==> config.mk <==
export PLATFORM = sky130hd
export DESIGN_NAME = hash_threshold_sampler
export DESIGN_NICKNAME = d
export VERILOG_FILES = /design/src/hw/rtl/hts_pkg.sv /design/src/hw/rtl/hash_threshold_sampler.sv /design/src/hw/rtl/hts_cfg.sv /design/src/hw/rtl/hts_absorb.sv /design/src/hw/rtl/hts_finish.sv
export SDC_FILE = /design/constraint.sdc
export NUM_CORES = 1
export LEC_CHECK = 0
export BUFFER_PORTS_ARGS = -buffer_cell sky130_fd_sc_hd__buf_2
export CAP_MARGIN = 20
export CORE_MARGIN = 2
export CORE_UTILIZATION = 35
export DETAILED_ROUTE_END_ITERATION = 8
export PLACE_DENSITY = 0.56
export SYNTH_ARGS = -nofsm -noshare
export SYNTH_HDL_FRONTEND = slang
export SYNTH_SLANG_ARGS = --single-unit
==> constraint.sdc <==
create_clock -name clk -period 5.5 [get_ports clk]
set_clock_uncertainty 0.2 [all_clocks]
set_input_delay 0.55 -clock clk [delete_from_list [all_inputs] [get_ports clk]]
set_output_delay 0.55 -clock clk [all_outputs]
set_load 0.01 [all_outputs]
==> src/hw/rtl/hts_pkg.sv <==
// ----------------------------------------------------------------------------
// hts_pkg
// Shared types, constants and hash functions of the hash threshold sampler.
// ----------------------------------------------------------------------------
`default_nettype none

package hts_pkg;

  localparam int unsigned BYTE_W = 8;
  localparam int unsigned HASH_W = 32;
  localparam int unsigned DATA_W = 32;
  localparam int unsigned ADDR_W = 3;

  // register index, taken from paddr[ADDR_W-1:2]
  localparam logic [ADDR_W-3:0] REG_KEEP_THRESHOLD = 1'b0;

  typedef logic [HASH_W-1:0] hash_t;

  // absorbed hash of a finished key, handed to the mixing stage
  typedef struct packed {
    logic  valid;
    hash_t hash;
  } hts_key_t;

  // one-at-a-time per-byte update
  function automatic hash_t hts_absorb(input hash_t h, input logic [BYTE_W-1:0] b);
    hash_t t;
    t = h + {{(HASH_W-BYTE_W){1'b0}}, b};
    t = t + (t << 10);
    t = t ^ (t >> 6);
    return t;
  endfunction

  // final avalanche
  function automatic hash_t hts_finish(input hash_t h);
    hash_t t;
    t = h + (h << 3);
    t = t ^ (t >> 11);
    t = t + (t << 15);
    return t;
  endfunction

endpackage

`default_nettype wire

==> src/hw/rtl/hash_threshold_sampler.sv <==
// ----------------------------------------------------------------------------
// hash_threshold_sampler
// Keeps or drops keys by their one-at-a-time hash against a threshold.
// ----------------------------------------------------------------------------
// Key bytes stream in one word per cycle while s_tready is high, tlast on the
// final byte of a key. Each byte is folded into a running 32-bit hash; on the
// final byte the hash is mixed and compared with keep_threshold (APB register
// at address 0), and one result word leaves with the final hash in tdata and
// the keep flag in tuser. Bytes without tlast give no output. The block takes
// one byte every cycle unless a final byte waits on a stalled output; a key's
// result passes through the input, absorbed-hash and output registers. The
// running hash is the only loop. Write the threshold only while no key is in
// flight.
// ----------------------------------------------------------------------------
`default_nettype none

module hash_threshold_sampler
  import hts_pkg::*;
(
  input  wire logic              clk,
  input  wire logic              rst,
  input  wire logic              s_tvalid,
  output logic                   s_tready,
  input  wire logic [BYTE_W-1:0] s_tdata,   // [7:0] key_byte
  input  wire logic              s_tlast,
  output logic                   m_tvalid,
  input  wire logic              m_tready,
  output logic [HASH_W-1:0]      m_tdata,   // [31:0] hash_value
  output logic [0:0]             m_tuser,   // [0] keep
  input  wire logic              psel,
  input  wire logic              penable,
  input  wire logic              pwrite,
  input  wire logic [ADDR_W-1:0] paddr,
  input  wire logic [DATA_W-1:0] pwdata,
  output logic      [DATA_W-1:0] prdata,
  output logic                   pready
);

  hash_t    keep_threshold;
  hts_key_t key;
  logic     key_ready;

  hts_cfg u_cfg (
    .clk            (clk),
    .rst            (rst),
    .psel           (psel),
    .penable        (penable),
    .pwrite         (pwrite),
    .paddr          (paddr),
    .pwdata         (pwdata),
    .prdata         (prdata),
    .pready         (pready),
    .keep_threshold (keep_threshold)
  );

  hts_absorb u_absorb (
    .clk       (clk),
    .rst       (rst),
    .s_tvalid  (s_tvalid),
    .s_tready  (s_tready),
    .s_tdata   (s_tdata),
    .s_tlast   (s_tlast),
    .key       (key),
    .key_ready (key_ready)
  );

  hts_finish u_finish (
    .clk            (clk),
    .rst            (rst),
    .key            (key),
    .key_ready      (key_ready),
    .keep_threshold (keep_threshold),
    .m_tvalid       (m_tvalid),
    .m_tready       (m_tready),
    .m_tdata        (m_tdata),
    .m_tuser        (m_tuser)
  );

endmodule

`default_nettype wire

==> src/hw/rtl/hts_cfg.sv <==
// ----------------------------------------------------------------------------
// hts_cfg
// APB register file holding the keep threshold.
// ----------------------------------------------------------------------------
`default_nettype none

module hts_cfg
  import hts_pkg::*;
(
  input  wire logic              clk,
  input  wire logic              rst,
  input  wire logic              psel,
  input  wire logic              penable,
  input  wire logic              pwrite,
  input  wire logic [ADDR_W-1:0] paddr,
  input  wire logic [DATA_W-1:0] pwdata,
  output logic      [DATA_W-1:0] prdata,
  output logic                   pready,
  output hash_t                  keep_threshold
);

  logic [ADDR_W-3:0] reg_idx;
  logic              wr_en;

  assign reg_idx = paddr[ADDR_W-1:2];
  assign pready  = 1'b1;
  assign wr_en   = psel && penable && pwrite && pready;

  always_ff @(posedge clk) begin
    if (rst) begin
      keep_threshold <= '0;
    end else if (wr_en && (reg_idx == REG_KEEP_THRESHOLD)) begin
      keep_threshold <= pwdata[HASH_W-1:0];
    end
  end

  always_comb begin
    prdata = '0;
    if (reg_idx == REG_KEEP_THRESHOLD) begin
      prdata = keep_threshold;
    end
  end

endmodule

`default_nettype wire

==> src/hw/rtl/hts_absorb.sv <==
// ----------------------------------------------------------------------------
// hts_absorb
// Input register and running hash; hands the absorbed hash of each
// finished key to the mixing stage.
// ----------------------------------------------------------------------------
`default_nettype none

module hts_absorb
  import hts_pkg::*;
(
  input  wire logic              clk,
  input  wire logic              rst,
  input  wire logic              s_tvalid,
  output logic                   s_tready,
  input  wire logic [BYTE_W-1:0] s_tdata,
  input  wire logic              s_tlast,
  output hts_key_t               key,
  input  wire logic              key_ready
);

  logic              in_valid;
  logic [BYTE_W-1:0] in_byte;
  logic              in_last;
  hash_t             running_hash;
  hash_t             absorbed;
  logic              key_load;
  logic              step;
  logic              key_valid;
  hash_t             key_hash;

  assign key      = '{valid: key_valid, hash: key_hash};
  assign absorbed = hts_absorb(running_hash, in_byte);
  assign key_load = !key_valid || key_ready;
  // a non-final byte never waits on the result side
  assign step     = in_valid && (!in_last || key_load);
  assign s_tready = !in_valid || step;

  always_ff @(posedge clk) begin
    if (rst) begin
      in_valid     <= 1'b0;
      running_hash <= '0;
      key_valid    <= 1'b0;
    end else begin
      if (s_tready) begin
        in_valid <= s_tvalid;
      end
      if (step) begin
        running_hash <= in_last ? '0 : absorbed;
      end
      if (key_load) begin
        key_valid <= step && in_last;
      end
    end
  end

  always_ff @(posedge clk) begin
    if (s_tready && s_tvalid) begin
      in_byte <= s_tdata;
      in_last <= s_tlast;
    end
    if (key_load && step && in_last) begin
      key_hash <= absorbed;
    end
  end

endmodule

`default_nettype wire

==> src/hw/rtl/hts_finish.sv <==
// ----------------------------------------------------------------------------
// hts_finish
// Final mixing, threshold compare and the output register.
// ----------------------------------------------------------------------------
`default_nettype none

module hts_finish
  import hts_pkg::*;
(
  input  wire logic     clk,
  input  wire logic     rst,
  input  wire hts_key_t key,
  output logic          key_ready,
  input  wire hash_t    keep_threshold,
  output logic          m_tvalid,
  input  wire logic     m_tready,
  output hash_t         m_tdata,
  output logic [0:0]    m_tuser
);

  hash_t mixed;

  assign mixed     = hts_finish(key.hash);
  assign key_ready = !m_tvalid || m_tready;

  always_ff @(posedge clk) begin
    if (rst) begin
      m_tvalid <= 1'b0;
    end else if (key_ready) begin
      m_tvalid <= key.valid;
    end
  end

  always_ff @(posedge clk) begin
    if (key_ready && key.valid) begin
      m_tdata    <= mixed;
      m_tuser[0] <= (mixed >= keep_threshold);
    end
  end

endmodule

`default_nettype wire
-- Word level (Yosys, flattened, before mapping)
Index checks and enable logic that the tools add are counted.
- output and inout port bits: 68
- word-level logic and storage cells: 37
- bits in registers: 141
- $add $sub $neg: 4
- magnitude comparators: 1
- reduce and logical (&&, ||, !) cells: 17
- bitwise logic cells: 3
- muxes and demuxes: 2
- operators with widths (operator ; count):
    $add A32 B32 Y32 ; 3
    $mux W32 ; 2
    $add A32 B8 Y32 ; 1
    $ge A32 B32 Y1 ; 1
    $xor A32 B21 Y32 ; 1
    $xor A32 B26 Y32 ; 1
    $logic_and A1 B1 Y1 ; 9
    $logic_not A1 Y1 ; 4
    $logic_or A1 B1 Y1 ; 4
    $not A1 Y1 ; 1

-- Depth between registers and ports, before layout
Gate-level depths: netlist of run 1.
- depth after elaboration: 7
- depth in mapped cells: 29
- depth with buffers taken out: 29

-- Hierarchy
From an unflattened synthesis of run 1, not the netlist that was laid out.
- cells, all modules: 1089
- area total of the unflattened synthesis: 10580.1 µm²
- modules (own cells, without submodules) (module ; sequential area each (µm²) ; times used ; cells each ; area an instance (µm²)):
    hts_absorb ; 1911.8 ; 1 ; 451 ; 4649.5
    hts_finish ; 1011.0 ; 1 ; 461 ; 4234.1
    hts_cfg ; 640.6 ; 1 ; 177 ; 1696.6

-- Least setup slack after synthesis of run 1
Ideal clock, no wire load.
- kind: reg2reg
- start point: register u_absorb.key_hash[0]
- end point: register u_finish.m_tuser (data pin)
- cell stages (with the launch flop): 29
- setup time: 0.261 ns
- path buffers: 0
- slack: -0.460 ns
- arrival time: 5.498 ns
- cells stage by stage: edfxtp_1 > ha_1 > fa_1 > a21o_1 > a221oi_4 > o21ai_2 > a22o_1 > or4_4 > a31o_1 > a21oi_2 > xnor2_1 > xnor2_1 > ha_1 > or2_2 > a21oi_1 > a21oi_1 > a41oi_1 > nor2b_1 > xnor2_1 > ha_1 > a21o_1 > a21o_1 > a21o_1 > a21oi_1 > nor2b_1 > o21ai_0 > nand2b_1 > a21oi_1 > o31ai_1
- longest elaborated chain between the ends: 4
- ends and longest elaborated chain (what ; line ; RTL):
    start, declared ; hts_absorb.sv:29 ; hash_t key_hash;
    start signal, assigned ; hts_absorb.sv:62 ; key_hash <= absorbed;
    $add A32 B32 Y32 ; hts_pkg.sv:37 ; t = h + (h << 3);
    $xor A32 B21 Y32 ; hts_pkg.sv:38 ; t = t ^ (t >> 11);
    $add A32 B32 Y32 ; hts_pkg.sv:39 ; t = t + (t << 15);
    via u_finish.mixed[25] ; hts_finish.sv:21 ; hash_t mixed;
    $ge A32 B32 Y1 ; hts_finish.sv:37 ; m_tuser[0] <= (mixed >= keep_threshold);
    end, declared ; hts_finish.sv:18 ; output logic [0:0] m_tuser
The timed path passes the listed nets, and every way through them passes these cells.
A chain may end at the register's enable or synchronous reset.

-- Worst setup path after layout of run 1
Ends and elaborated chain as after synthesis.

==> results of run 1 <==
## registers in the layout, indices dropped and copies added, names as in the netlist
name,flops
u_absorb.key_hash,32
u_absorb.running_hash,32
u_cfg.keep_threshold,32
u_finish.m_tdata,32
u_absorb.in_byte,8
u_absorb.in_last,1
u_absorb.in_valid,1
u_absorb.key_valid,1
u_finish.m_tuser,1
u_finish.m_tvalid,1
## critical path, delay by kind of cell (launching register included)
family / cells / cell delay, ns
AOI/OAI and AO/OA: 16 / 2.48
xor gates and xnor gates: 3 / 0.42
adders and majority gates: 4 / 1.12
buffers and inverters: 1 / 0.15
DFF: 1 / 0.41
and+or+nand+nor: 5 / 1.01
## repair_timing
action,in CTS,in global routing
gates resized for setup,3,22
hold buffers,0,0
endpoints found under the hold margin,0,0
setup buffers,2,7
endpoints found under the setup margin,1,23
pin swaps,0,29
## cell type report
cell class	count	share of cell area, %
clock inverters	14	1.329
inverters	64	1.919
well taps	341	3.408
clock buffers	18	3.598
flip-flops and latches	141	28.47
multi-input cells	791	46.21
repair buffers	287	15.07
## worst paths after layout
kind                           start                       to  slack [ns]  depth (start not counted)
max             u_absorb.key_hash[0]         u_finish.m_tuser       -0.55                         29
min                       s_tdata[2]      u_absorb.in_byte[2]        0.09                          1
max reg2reg     u_absorb.key_hash[0]         u_finish.m_tuser       -0.55                         29
min reg2reg  u_cfg.keep_threshold[2]  u_cfg.keep_threshold[2]        0.26                          2
## per-stage QoR
step | hold slack (ns) | instance area [um^2] | instances | power, mW
final | 0.08771 | 12520 | 1656 | 5.624
after global routing | 0.07294 | 12520 | 1656 | 6.045
after CTS | 0.06739 | 12320 | 1648 | 5.526
after detailed placement | 0.2465 | 11680 | 1614 | 4.290
after global placement | 0.2427 | 11680 | 1614 | 4.240
after floorplan | 0.2363 | 9555 | 1021 | 3.081
## cell families after synthesis
group / Yosys count / synth area share (%)
DFF: 141 / 37.43
adders and majority gates: 109 / 14.64
and+or+nand+nor: 280 / 13.35
muxes: 1 / 0.1052
AOI/OAI and AO/OA: 263 / 17.98
buffers and inverters: 89 / 3.549
other: 1 / 0.03939
xor gates and xnor gates: 137 / 12.89
## cells in the mapped netlist (3+ instances only)
cell,number
a211oi_1,11
a21o_1,30
a21oi_1,96
a22o_1,13
a22oi_1,20
a311oi_1,3
a31oi_1,6
and2_1,5
and3_1,6
clkbuf_1,23
dfxtp_1,67
edfxtp_1,74
fa_1,4
ha_1,105
inv_1,64
nand2_1,102
nand2b_1,9
nand3_1,16
nand3b_1,3
nand4_1,14
nor2_1,86
nor2b_1,10
nor3_1,12
nor4_1,3
o211ai_1,6
o21a_1,7
o21ai_0,26
o21ai_1,7
o21bai_1,11
o221ai_1,3
o31ai_1,5
or2_2,3
xnor2_1,82
xor2_1,53
## layer usage
metal  share of wire [%]  track usage, %
met5                   0               0
met4                 3.1           7.609
met1                  45           22.45
met2                  49           32.23
met3                 3.2           2.876
## power groups by stage
stage | logic, mW | registers (mW) | clock network (mW)
final | 3.10 | 1.33 | 1.20
after global routing | 3.45 | 1.33 | 1.26
after CTS | 2.98 | 1.33 | 1.22
after detailed placement | 2.94 | 1.35 | 0
after global placement | 2.89 | 1.35 | 0
after floorplan | 1.73 | 1.35 | 0
==> metrics.md, run 1 <==
| Metric | Value |
|---|---|
| CP most frequent cell | `a21oi_2` |
| Yosys top cell by area | `edfxtp_1` |
| Final nets | `1462` |
| Largest net degree at the start of global routing | `36` |
| First-pass GRT wire length | `41.40 mm` |
| Vias in the first global route | `8215` |
| Yosys synthesis warning count | `0` |
| Post-route ant nets | `0` |
| Sequential element share of the synthesized area | `37.43%` |
| Type of the tightest min-delay check | `input pin to flop` |
| Drt pass-1 iters | `5` |
| Ports | `119` |
| Seq pwr share | `23.6%` |
| Post-synthesis cell count | `1021` |
| CP endpoint kind | `flop` |
| Clock Tree Root | `clkbuf_16` |
| Site Rows | `60` |
| DIE HEIGHT | `168.9 um` |
| Top FF cell, synth | `edfxtp_1` |
| Largest stage delay on the critical path | `0.42 ns` |
| CTS sink count | `141` |
| CP Max Fanout | `3` |
| Post-synth EDFFs | `74` |
| Wire per inst | `15.64 um` |
| Crit start category | `flop` |
| Initial antenna violation count | `0` |
| Layout cells sized above 1 | `27.07%` |
| Clk_lat worst skew | `0.43 ns` |
| Worst setup path class | `flop to flop` |
| Clock slew at reported path FFs | `0.07 ns` |
| Post-route clock period utilization | `110.0%` |
| Worst Max-Slew Pin Slew | `0.9840 ns` |
| Leakage | `5.538 nW` |
| Critical Path AT | `6.02 ns` |
| Internal Power | `3.532 mW` |
| Post-Route Utilization | `46.71%` |
| Vias per cell | `4.948` |
| Status | `finished, violations left` |
| FMAX | `165.3 MHz` |
| Initial core utilization | `35.52%` |
| Vias | `8194` |
| P&R area growth vs syn | `31.51%` |
| Post-Syn Area per Cell | `9.323 um^2` |
| Fill count | `2552` |
| Multi-input logic area | `5784 um^2` |
| GP Congestion | `0.8883` |
| Top cell type's share of synthesized area | `23.34%` |
| Max VDD drop | `0.2388 mV` |
| Failing checks | `negative setup slack` |
| Final setup fails | `1` |
| PD cells | `449.3 nW/um^2` |
| P_sw | `2.092 mW` |
| Total Routing Usage GR | `18.37%` |
| Post-DP HPWL | `21.05 mm` |
| Worst setup margin | `-0.5489 ns` |
| Overflow after GRT | `0` |
| Sequential cell area | `3563 um^2` |
| Highest-count cells in the layout ignoring fill and taps | `buf_4 (171), buf_2 (115), nand2_1 (102), ha_1 (102), a21oi_1 (90)` |
| Setup_tns | `-0.5489 ns` |
| Total CTS buffers | `17` |
| RSZ-0062 raised after global routing | `true` |
| Top cells by area, synth | `edfxtp_1 (23%), dfxtp_1 (14%), ha_1 (14%), xnor2_1 (7.5%), a21oi_1 (5.0%)` |
| Die width | `168.9 um` |
| Cell Area, Synth | `9519 um^2` |
| Commonest non-fill, non-tap cell in the layout | `buf_4` |
| Die area | `28530 um^2` |
| Clock power frac | `21.3%` |
| Gate power share | `55.1%` |
| 1st-iter DRT viols | `515` |
| Fin crit period | `6.049 ns` |
| Max_slew headroom | `34.09%` |
| Post-synth ARST share | `0%` |
| Crit path required time | `5.47 ns` |
| Max-Cap Viols | `0` |
| CTS tree | `built` |
| Sw Share | `37.21%` |
| Maximum root-to-sink buffer count | `2` |
| Yosys reg bits | `141` |
| Unique masters post-synth | `65` |
| PortBufs | `115` |
| Core Area | `26800 um^2` |
| Place WS | `-0.6422 ns` |
| DRC | `0` |
| Final max-slew violation count | `0` |
| Syn nets | `1181` |
| H-tree level count | `4` |
| Slowest CP cell | `or4_4` |
| Final Hold Viols | `0` |
| WL final | `25.90 mm` |
| Number of antenna diodes | `0` |
No activity file was read; power rests on OpenSTA's default activity.
==> run 2, diff against run 1 <==
--- a/config.mk
+++ b/config.mk
@@ -7,10 +7,12 @@
 export LEC_CHECK = 0
 export BUFFER_PORTS_ARGS = -buffer_cell sky130_fd_sc_hd__buf_2
 export CAP_MARGIN = 20
+export CELL_PAD_IN_SITES_DETAIL_PLACEMENT = 0
+export CELL_PAD_IN_SITES_GLOBAL_PLACEMENT = 1
 export CORE_MARGIN = 2
 export CORE_UTILIZATION = 35
 export DETAILED_ROUTE_END_ITERATION = 8
-export PLACE_DENSITY = 0.56
+export PLACE_DENSITY = 0.69
 export SYNTH_ARGS = -nofsm -noshare
 export SYNTH_HDL_FRONTEND = slang
 export SYNTH_SLANG_ARGS = --single-unit
==> metrics.md, run 2 (synthesized netlist as in run 1, its figures left out) <==
| Metric | Value |
|---|---|
| Gate power share | `57.0% (+1.9 points)` |
| Hold slack final | `0.09390 ns (+0.006195 ns)` |
| Finished Layout Cells | `1660 (+0.24%)` |
| Total CTS buffers | `17 (unchanged)` |
| Seq pwr share | `23.3% (-0.3 points)` |
| PD cells | `454.2 nW/um^2 (+1.1%)` |
| Final setup fails | `1 (unchanged)` |
| Worst setup path class | `flop to flop` |
| Highest-count cells in the layout ignoring fill and taps | `buf_4 (175), buf_2 (115), nand2_1 (102), ha_1 (102), a21oi_1 (86)` |
| Placed cells | `1616 (+0.12%)` |
| RSZ-0062 raised after global routing | `true` |
| Clock power frac | `19.7% (-1.6 points)` |
| CP Max Fanout | `4 (+1)` |
| Maximum root-to-sink buffer count | `2 (unchanged)` |
| P&R area growth vs syn | `31.85%` |
| Vias | `8202 (+0.098%)` |
| PortBufs | `115 (unchanged)` |
| Failing checks | `negative setup slack` |
| Crit start category | `flop` |
| Ports | `119 (unchanged)` |
| CP most frequent cell | `a21oi_2` |
| Fill count | `2620 (+2.7%)` |
| DIE HEIGHT | `168.9 um (unchanged)` |
| Status | `finished, violations left` |
| CTS sink count | `141 (unchanged)` |
| Worst setup margin | `-0.4967 ns (+0.05225 ns)` |
| Vias in the first global route | `8319 (+1.3%)` |
| Site Rows | `60 (unchanged)` |
| Leakage | `5.532 nW (-0.10%)` |
| Internal Power | `3.561 mW (+0.84%)` |
| Max_slew headroom | `36.59% (+2.5 points)` |
| Worst Hold Launch | `s_tdata[1]` |
| Overflow after GRT | `0 (unchanged)` |
| Vias per cell | `4.941 (-0.14%)` |
| CP startpoint | `u_absorb.key_hash[3]` |
| Hold Path End | `u_absorb.in_byte[1]` |
| Post-route ant nets | `0 (unchanged)` |
| Worst Reg-to-Reg Cells | `28 (-3.4%)` |
| First-pass GRT wire length | `43.48 mm (+5.0%)` |
| Fin crit period | `5.997 ns (-0.05225 ns)` |
| FMAX | `166.8 MHz (+0.87%)` |
| Clock slew at reported path FFs | `0.07 ns (about the same)` |
| Initial antenna violation count | `0 (unchanged)` |
| Layout cells sized above 1 | `27.90% (+0.83 points)` |
| H-tree level count | `4 (unchanged)` |
| P_sw | `2.139 mW (+2.2%)` |
| Clk_lat worst skew | `0.43 ns (about the same)` |
| Cts hold-fix bufs | `0 (unchanged)` |
| Final nets | `1466 (+0.27%)` |
| CP endpoint kind | `flop` |
| Post-DP HPWL | `21.99 mm (+4.5%)` |
| Type of the tightest min-delay check | `input pin to flop` |
| Post-route clock period utilization | `109.0% (-0.95 points)` |
| Final Hold Viols | `0 (unchanged)` |
| Number of antenna diodes | `0 (unchanged)` |
| Largest net degree at the start of global routing | `36 (unchanged)` |
| FF-to-FF Start | `u_absorb.key_hash[3]` |
| Wire per inst | `16.35 um (+4.5%)` |
| Post-DP Area | `11720 um^2 (+0.30%)` |
| Clock Tree Root | `clkbuf_16` |
| Drt pass-1 iters | `4 (-1)` |
| Reg2reg setup slack | `-0.50 ns (+0.05 ns)` |
| Total Routing Usage GR | `19.43% (+1.1 points)` |
| Max-Cap Viols | `0 (unchanged)` |
| Sw Share | `37.53% (+0.32 points)` |
| Initial core utilization | `35.52% (unchanged)` |
| Critical Path AT | `5.96 ns (-0.06 ns)` |
| Die width | `168.9 um (unchanged)` |
| Slowest CP cell | `or4_4` |
| Die area | `28530 um^2 (unchanged)` |
| Crit path required time | `5.47 ns (about the same)` |
| WL final | `27.15 mm (+4.8%)` |
| Final design area excluding fillers | `12550 um^2 (+0.26%)` |
| Commonest non-fill, non-tap cell in the layout | `buf_4` |
| Largest stage delay on the critical path | `0.42 ns (about the same)` |
| Max VDD drop | `0.2469 mV (+3.4%)` |
| Worst Max-Slew Pin Slew | `0.9467 ns (-0.03734 ns)` |
| GP Congestion | `0.8992 (+1.2%)` |
| Hold path cells | `1 (unchanged)` |
| Place WS | `-0.6234 ns (+0.01878 ns)` |
| Post-Route Utilization | `46.83% (+0.12 points)` |
| CTS tree | `built` |
| Final max-slew violation count | `0 (unchanged)` |
| 1st-iter DRT viols | `447 (-13%)` |
| Core Area | `26800 um^2 (unchanged)` |
| R2R Path End | `u_finish.m_tuser` |
| DRC | `0 (unchanged)` |
==> run 2: cell types whose count changed in the layout (fill, tap and decap cells not counted), moves of 2 or more <==
cell      previous run  this run
a21oi_2              7        10
inv_8                4         2
inv_6                3         6
a21oi_1             90        86
buf_4              171       175
clkinv_2             0         3
==> run 2: cell type report <==
class | count | area (um^2) | area share (%)
clock buffers | 18 | 450.4 | 3.589
clock inverters | 14 | 123.9 | 0.9869
inverters | 64 | 240.2 | 1.914
multi-input cells | 791 | 5829 | 46.45
flip-flops and latches | 141 | 3563 | 28.39
well taps | 341 | 426.7 | 3.399
repair buffers | 291 | 1917 | 15.27
==> run 2: worst max-delay path: cells and delay by family (launching register included) <==
| kind | cells | cell delay [ns] |
|---|---|---|
| fa+ha+maj | 4 | 1.14 |
| compound gates | 16 | 2.57 |
| xor+xnor | 3 | 0.41 |
| simple gates | 5 | 1.01 |
| flops | 1 | 0.41 |
==> run 2: worst max path at each step <==
| stage | slack [ns] | endpoint |
|---|---|---|
| floorplan | -0.16 | u_finish.m_tuser |
| global placement | -0.46 | u_finish.m_tuser |
| detailed placement | -0.62 | u_finish.m_tuser |
| CTS | -0.56 | u_finish.m_tuser |
| global route | -0.83 | u_finish.m_tuser |
| finish | -0.50 | u_finish.m_tuser |
==> run 2: layer usage <==
metal | GRT usage (%) | vias to the layer above | share of wire [%]
met1 | 23.84 | 3807 | 44
li1 | - | 4218 | -
met4 | 6.709 | 0 | 2.2
met5 | 0 | - | 0
met3 | 2.689 | 38 | 3.0
met2 | 34.87 | 139 | 50
==> run 2: through the flow <==
stage | setup TNS, ns | total power [mW]
global placement | -0.4608 | 4.335
CTS | -0.5615 | 5.646
detailed placement | -0.6234 | 4.391
global route | -0.8308 | 6.123
finish | -0.4967 | 5.700
floorplan | -0.1607 | 3.081
==> run 2: repair_timing <==
action                     4_1_cts  5_1_grt
buffers inserted                 9        4
pin swaps                       23       30
resized for setup               12       24
setup endpoints to repair        1       19
==> run 2: power by group through the flow <==
stage	sequential, mW	combinational [mW]	clock, mW
finish	1.33	3.25	1.12
global route	1.33	3.60	1.19
CTS	1.33	3.16	1.16
detailed placement	1.35	3.04	0
global placement	1.35	2.99	0
floorplan	1.35	1.73	0
==> run 3, diff against run 2 <==
--- a/config.mk
+++ b/config.mk
@@ -5,14 +5,14 @@
 export SDC_FILE = /design/constraint.sdc
 export NUM_CORES = 1
 export LEC_CHECK = 0
-export BUFFER_PORTS_ARGS = -buffer_cell sky130_fd_sc_hd__buf_2
 export CAP_MARGIN = 20
 export CELL_PAD_IN_SITES_DETAIL_PLACEMENT = 0
 export CELL_PAD_IN_SITES_GLOBAL_PLACEMENT = 1
-export CORE_MARGIN = 2
 export CORE_UTILIZATION = 35
+export CTS_CLUSTER_SIZE = 24
 export DETAILED_ROUTE_END_ITERATION = 8
-export PLACE_DENSITY = 0.69
+export DONT_BUFFER_PORTS = 1
+export PLACE_DENSITY = 0.63
 export SYNTH_ARGS = -nofsm -noshare
 export SYNTH_HDL_FRONTEND = slang
 export SYNTH_SLANG_ARGS = --single-unit
==> metrics.md, run 3 (synthesized netlist as in run 1, its figures left out) <==
| Metric | Value |
|---|---|
| Status | `finished, violations left` |
| Failing checks | `negative setup slack` |
| P&R area growth vs syn | `26.96%` |
| CP Max Fanout | `4 (unchanged)` |
| Maximum root-to-sink buffer count | `2 (unchanged)` |
| Total CTS buffers | `17 (unchanged)` |
| H-tree level count | `4 (unchanged)` |
| Die width | `166.9 um (-1.2%)` |
| Finished Layout Cells | `1546 (-6.9%)` |
| Post-route ant nets | `0 (unchanged)` |
| Fin crit period | `6.123 ns (+0.1263 ns)` |
| Internal Power | `3.636 mW (+2.1%)` |
| Highest-count cells in the layout ignoring fill and taps | `buf_4 (167), ha_1 (103), nand2_1 (102)` |
| Placed cells | `1493 (-7.6%)` |
| Max VDD drop | `0.2495 mV (+1.1%)` |
| Layout cells sized above 1 | `20.33% (-7.6 points)` |
| DIE HEIGHT | `166.9 um (-1.2%)` |
| R2R Path End | `u_finish.m_tuser` |
| Total Routing Usage GR | `19.41% (about the same)` |
| Final Hold Viols | `0 (unchanged)` |
| Worst Max-Slew Pin Slew | `1.019 ns (+0.07254 ns)` |
| Largest net degree at the start of global routing | `35 (-2.8%)` |
| PD cells | `475.1 nW/um^2 (+4.6%)` |
| Sw Share | `36.66% (-0.87 points)` |
| Drt pass-1 iters | `5 (+1)` |
| Slowest CP cell | `or4_4` |
| CTS tree | `built` |
| Reg2reg setup slack | `-0.62 ns (-0.13 ns)` |
| P_sw | `2.105 mW (-1.6%)` |
| Initial core utilization | `36.12% (+0.60 points)` |
| FMAX | `163.3 MHz (-2.1%)` |
| Power Total | `5.741 mW (+0.72%)` |
| Clk_lat worst skew | `0.43 ns (about the same)` |
| Worst Reg-to-Reg Cells | `29 (+3.6%)` |
| Clock power frac | `20.8% (+1.1 points)` |
| CP startpoint | `u_absorb.key_hash[0]` |
| CP endpoint kind | `flop` |
| Wire per inst | `17.21 um (+5.2%)` |
| 1st-iter DRT viols | `389 (-13%)` |
| Gate power share | `55.8% (-1.2 points)` |
| Site Rows | `59 (-1.7%)` |
| Leakage | `5.083 nW (-8.1%)` |
| Clock Tree Root | `clkbuf_16` |
| RSZ-0062 raised after global routing | `true` |
| Vias per cell | `5.047 (+2.2%)` |
| CTS sink count | `141 (unchanged)` |
| WL final | `26.61 mm (-2.0%)` |
| Crit start category | `flop` |
| DRC | `0 (unchanged)` |
| Worst Hold Launch | `pwdata[16]` |
| Worst setup margin | `-0.6230 ns (-0.1263 ns)` |
| Final nets | `1357 (-7.4%)` |
| Worst setup path class | `flop to flop` |
| GP Congestion | `0.8669 (-3.6%)` |
| Ports | `119 (unchanged)` |
| Vias | `7803 (-4.9%)` |
| Largest stage delay on the critical path | `0.42 ns (about the same)` |
| PortBufs | `0 (-100%)` |
| Type of the tightest min-delay check | `input pin to flop` |
| Hold Path End | `u_cfg.keep_threshold[16]` |
| Final setup fails | `1 (unchanged)` |
| Max-Cap Viols | `0 (unchanged)` |
| Overflow after GRT | `0 (unchanged)` |
| First-pass GRT wire length | `42.09 mm (-3.2%)` |
| Crit path required time | `5.46 ns (about the same)` |
| Vias in the first global route | `7723 (-7.2%)` |
| FF-to-FF Start | `u_absorb.key_hash[0]` |
| Hold slack final | `0.05480 ns (-0.03910 ns)` |
| Post-Route Utilization | `45.86% (-0.97 points)` |
| Post-route clock period utilization | `111.3% (+2.3 points)` |
| CP most frequent cell | `a21oi_2` |
| Clock slew at reported path FFs | `0.07 ns (about the same)` |
| Critical Path AT | `6.08 ns (+0.12 ns)` |
| Hold path cells | `2 (+1)` |
| Commonest non-fill, non-tap cell in the layout | `buf_4` |
| Core Area | `26350 um^2 (-1.7%)` |
| Seq pwr share | `23.4% (about the same)` |
| Post-DP HPWL | `21.51 mm (-2.2%)` |
| Final max-slew violation count | `0 (unchanged)` |
| Die area | `27860 um^2 (-2.4%)` |
| Max_slew headroom | `31.83% (-4.8 points)` |
| Initial antenna violation count | `1 (+1)` |
==> run 3: changes by cell type in the layout (fill, tap and decap cells not counted), sizes merged <==
cell,previous run,this run
diode,0,1
clkbuf,18,17
clkinv,6,4
bufinv,0,2
clkinvlp,0,1
dlygate4sd3,0,12
buf,291,170
==> run 3: area by class of cell <==
cell class                      count  area [um^2]
Fill cell                        2544        14270
Multi-Input combinational cell    791         5831
Sequential cell                   141         3563
Timing Repair Buffer              182         1428
Clock buffer                       17        425.4
Tap cell                          335        419.2
Inverter                           64        240.2
Clock inverter                     15        176.4
Antenna cell                        1        2.502
==> run 3: worst max-delay path: cells and delay by family, from the launching register on <==
kind / cells / cell delay (ns)
xor+xnor: 3 / 0.41
simple gates: 5 / 1.04
buf+inv: 1 / 0.13
fa+ha+maj: 4 / 1.14
compound gates: 16 / 2.57
flops: 1 / 0.39
==> run 3: worst max-delay path by stage <==
stage | endpoint | slack, ns | cells after the start
2_1_floorplan | u_finish.m_tuser | -0.16 | 28
3_3_place_gp | u_finish.m_tuser | -0.51 | 29
3_5_place_dp | u_finish.m_tuser | -0.70 | 29
4_1_cts | u_finish.m_tuser | -0.60 | 29
5_1_grt | u_finish.m_tuser | -0.97 | 29
6_report | u_finish.m_tuser | -0.62 | 29
==> run 3: power by group through the flow <==
stage	combinational (mW)	clock (mW)	sequential, mW
finish	3.21	1.19	1.34
global route	3.57	1.26	1.35
detailed placement	3.02	0	1.37
floorplan	1.73	0	1.35
CTS	3.06	1.21	1.34
global placement	3.00	0	1.37
==> run 3: per-layer routing <==
metal  part of all wire, %  GRT usage (%)  up-vias
li1                      -              -     3998
met1                    45          24.58     3623
met2                    50          33.85      156
met3                   3.1          2.780       26
met4                   1.7          6.159        0
met5                     0              0        -
==> run 3: per-stage QoR <==
| stage | area [um^2] | worst slack, ns | TNS (ns) |
|---|---|---|---|
| 3_3_place_gp | 11100 | -0.5072 | -0.5072 |
| 3_5_place_dp | 11100 | -0.7034 | -0.7034 |
| 6_report | 12090 | -0.6230 | -0.6230 |
| 4_1_cts | 11850 | -0.5966 | -0.5966 |
| 5_1_grt | 12090 | -0.9715 | -1.077 |
| 2_1_floorplan | 9555 | -0.1607 | -0.1607 |
==> run 3: repair_timing <==
item,in CTS,in global routing
gates resized for setup,4,32
pin swaps,3,19
hold endpoints to repair,31,0
buffers inserted,1,5
setup endpoints to repair,2,31
hold buffers,12,0
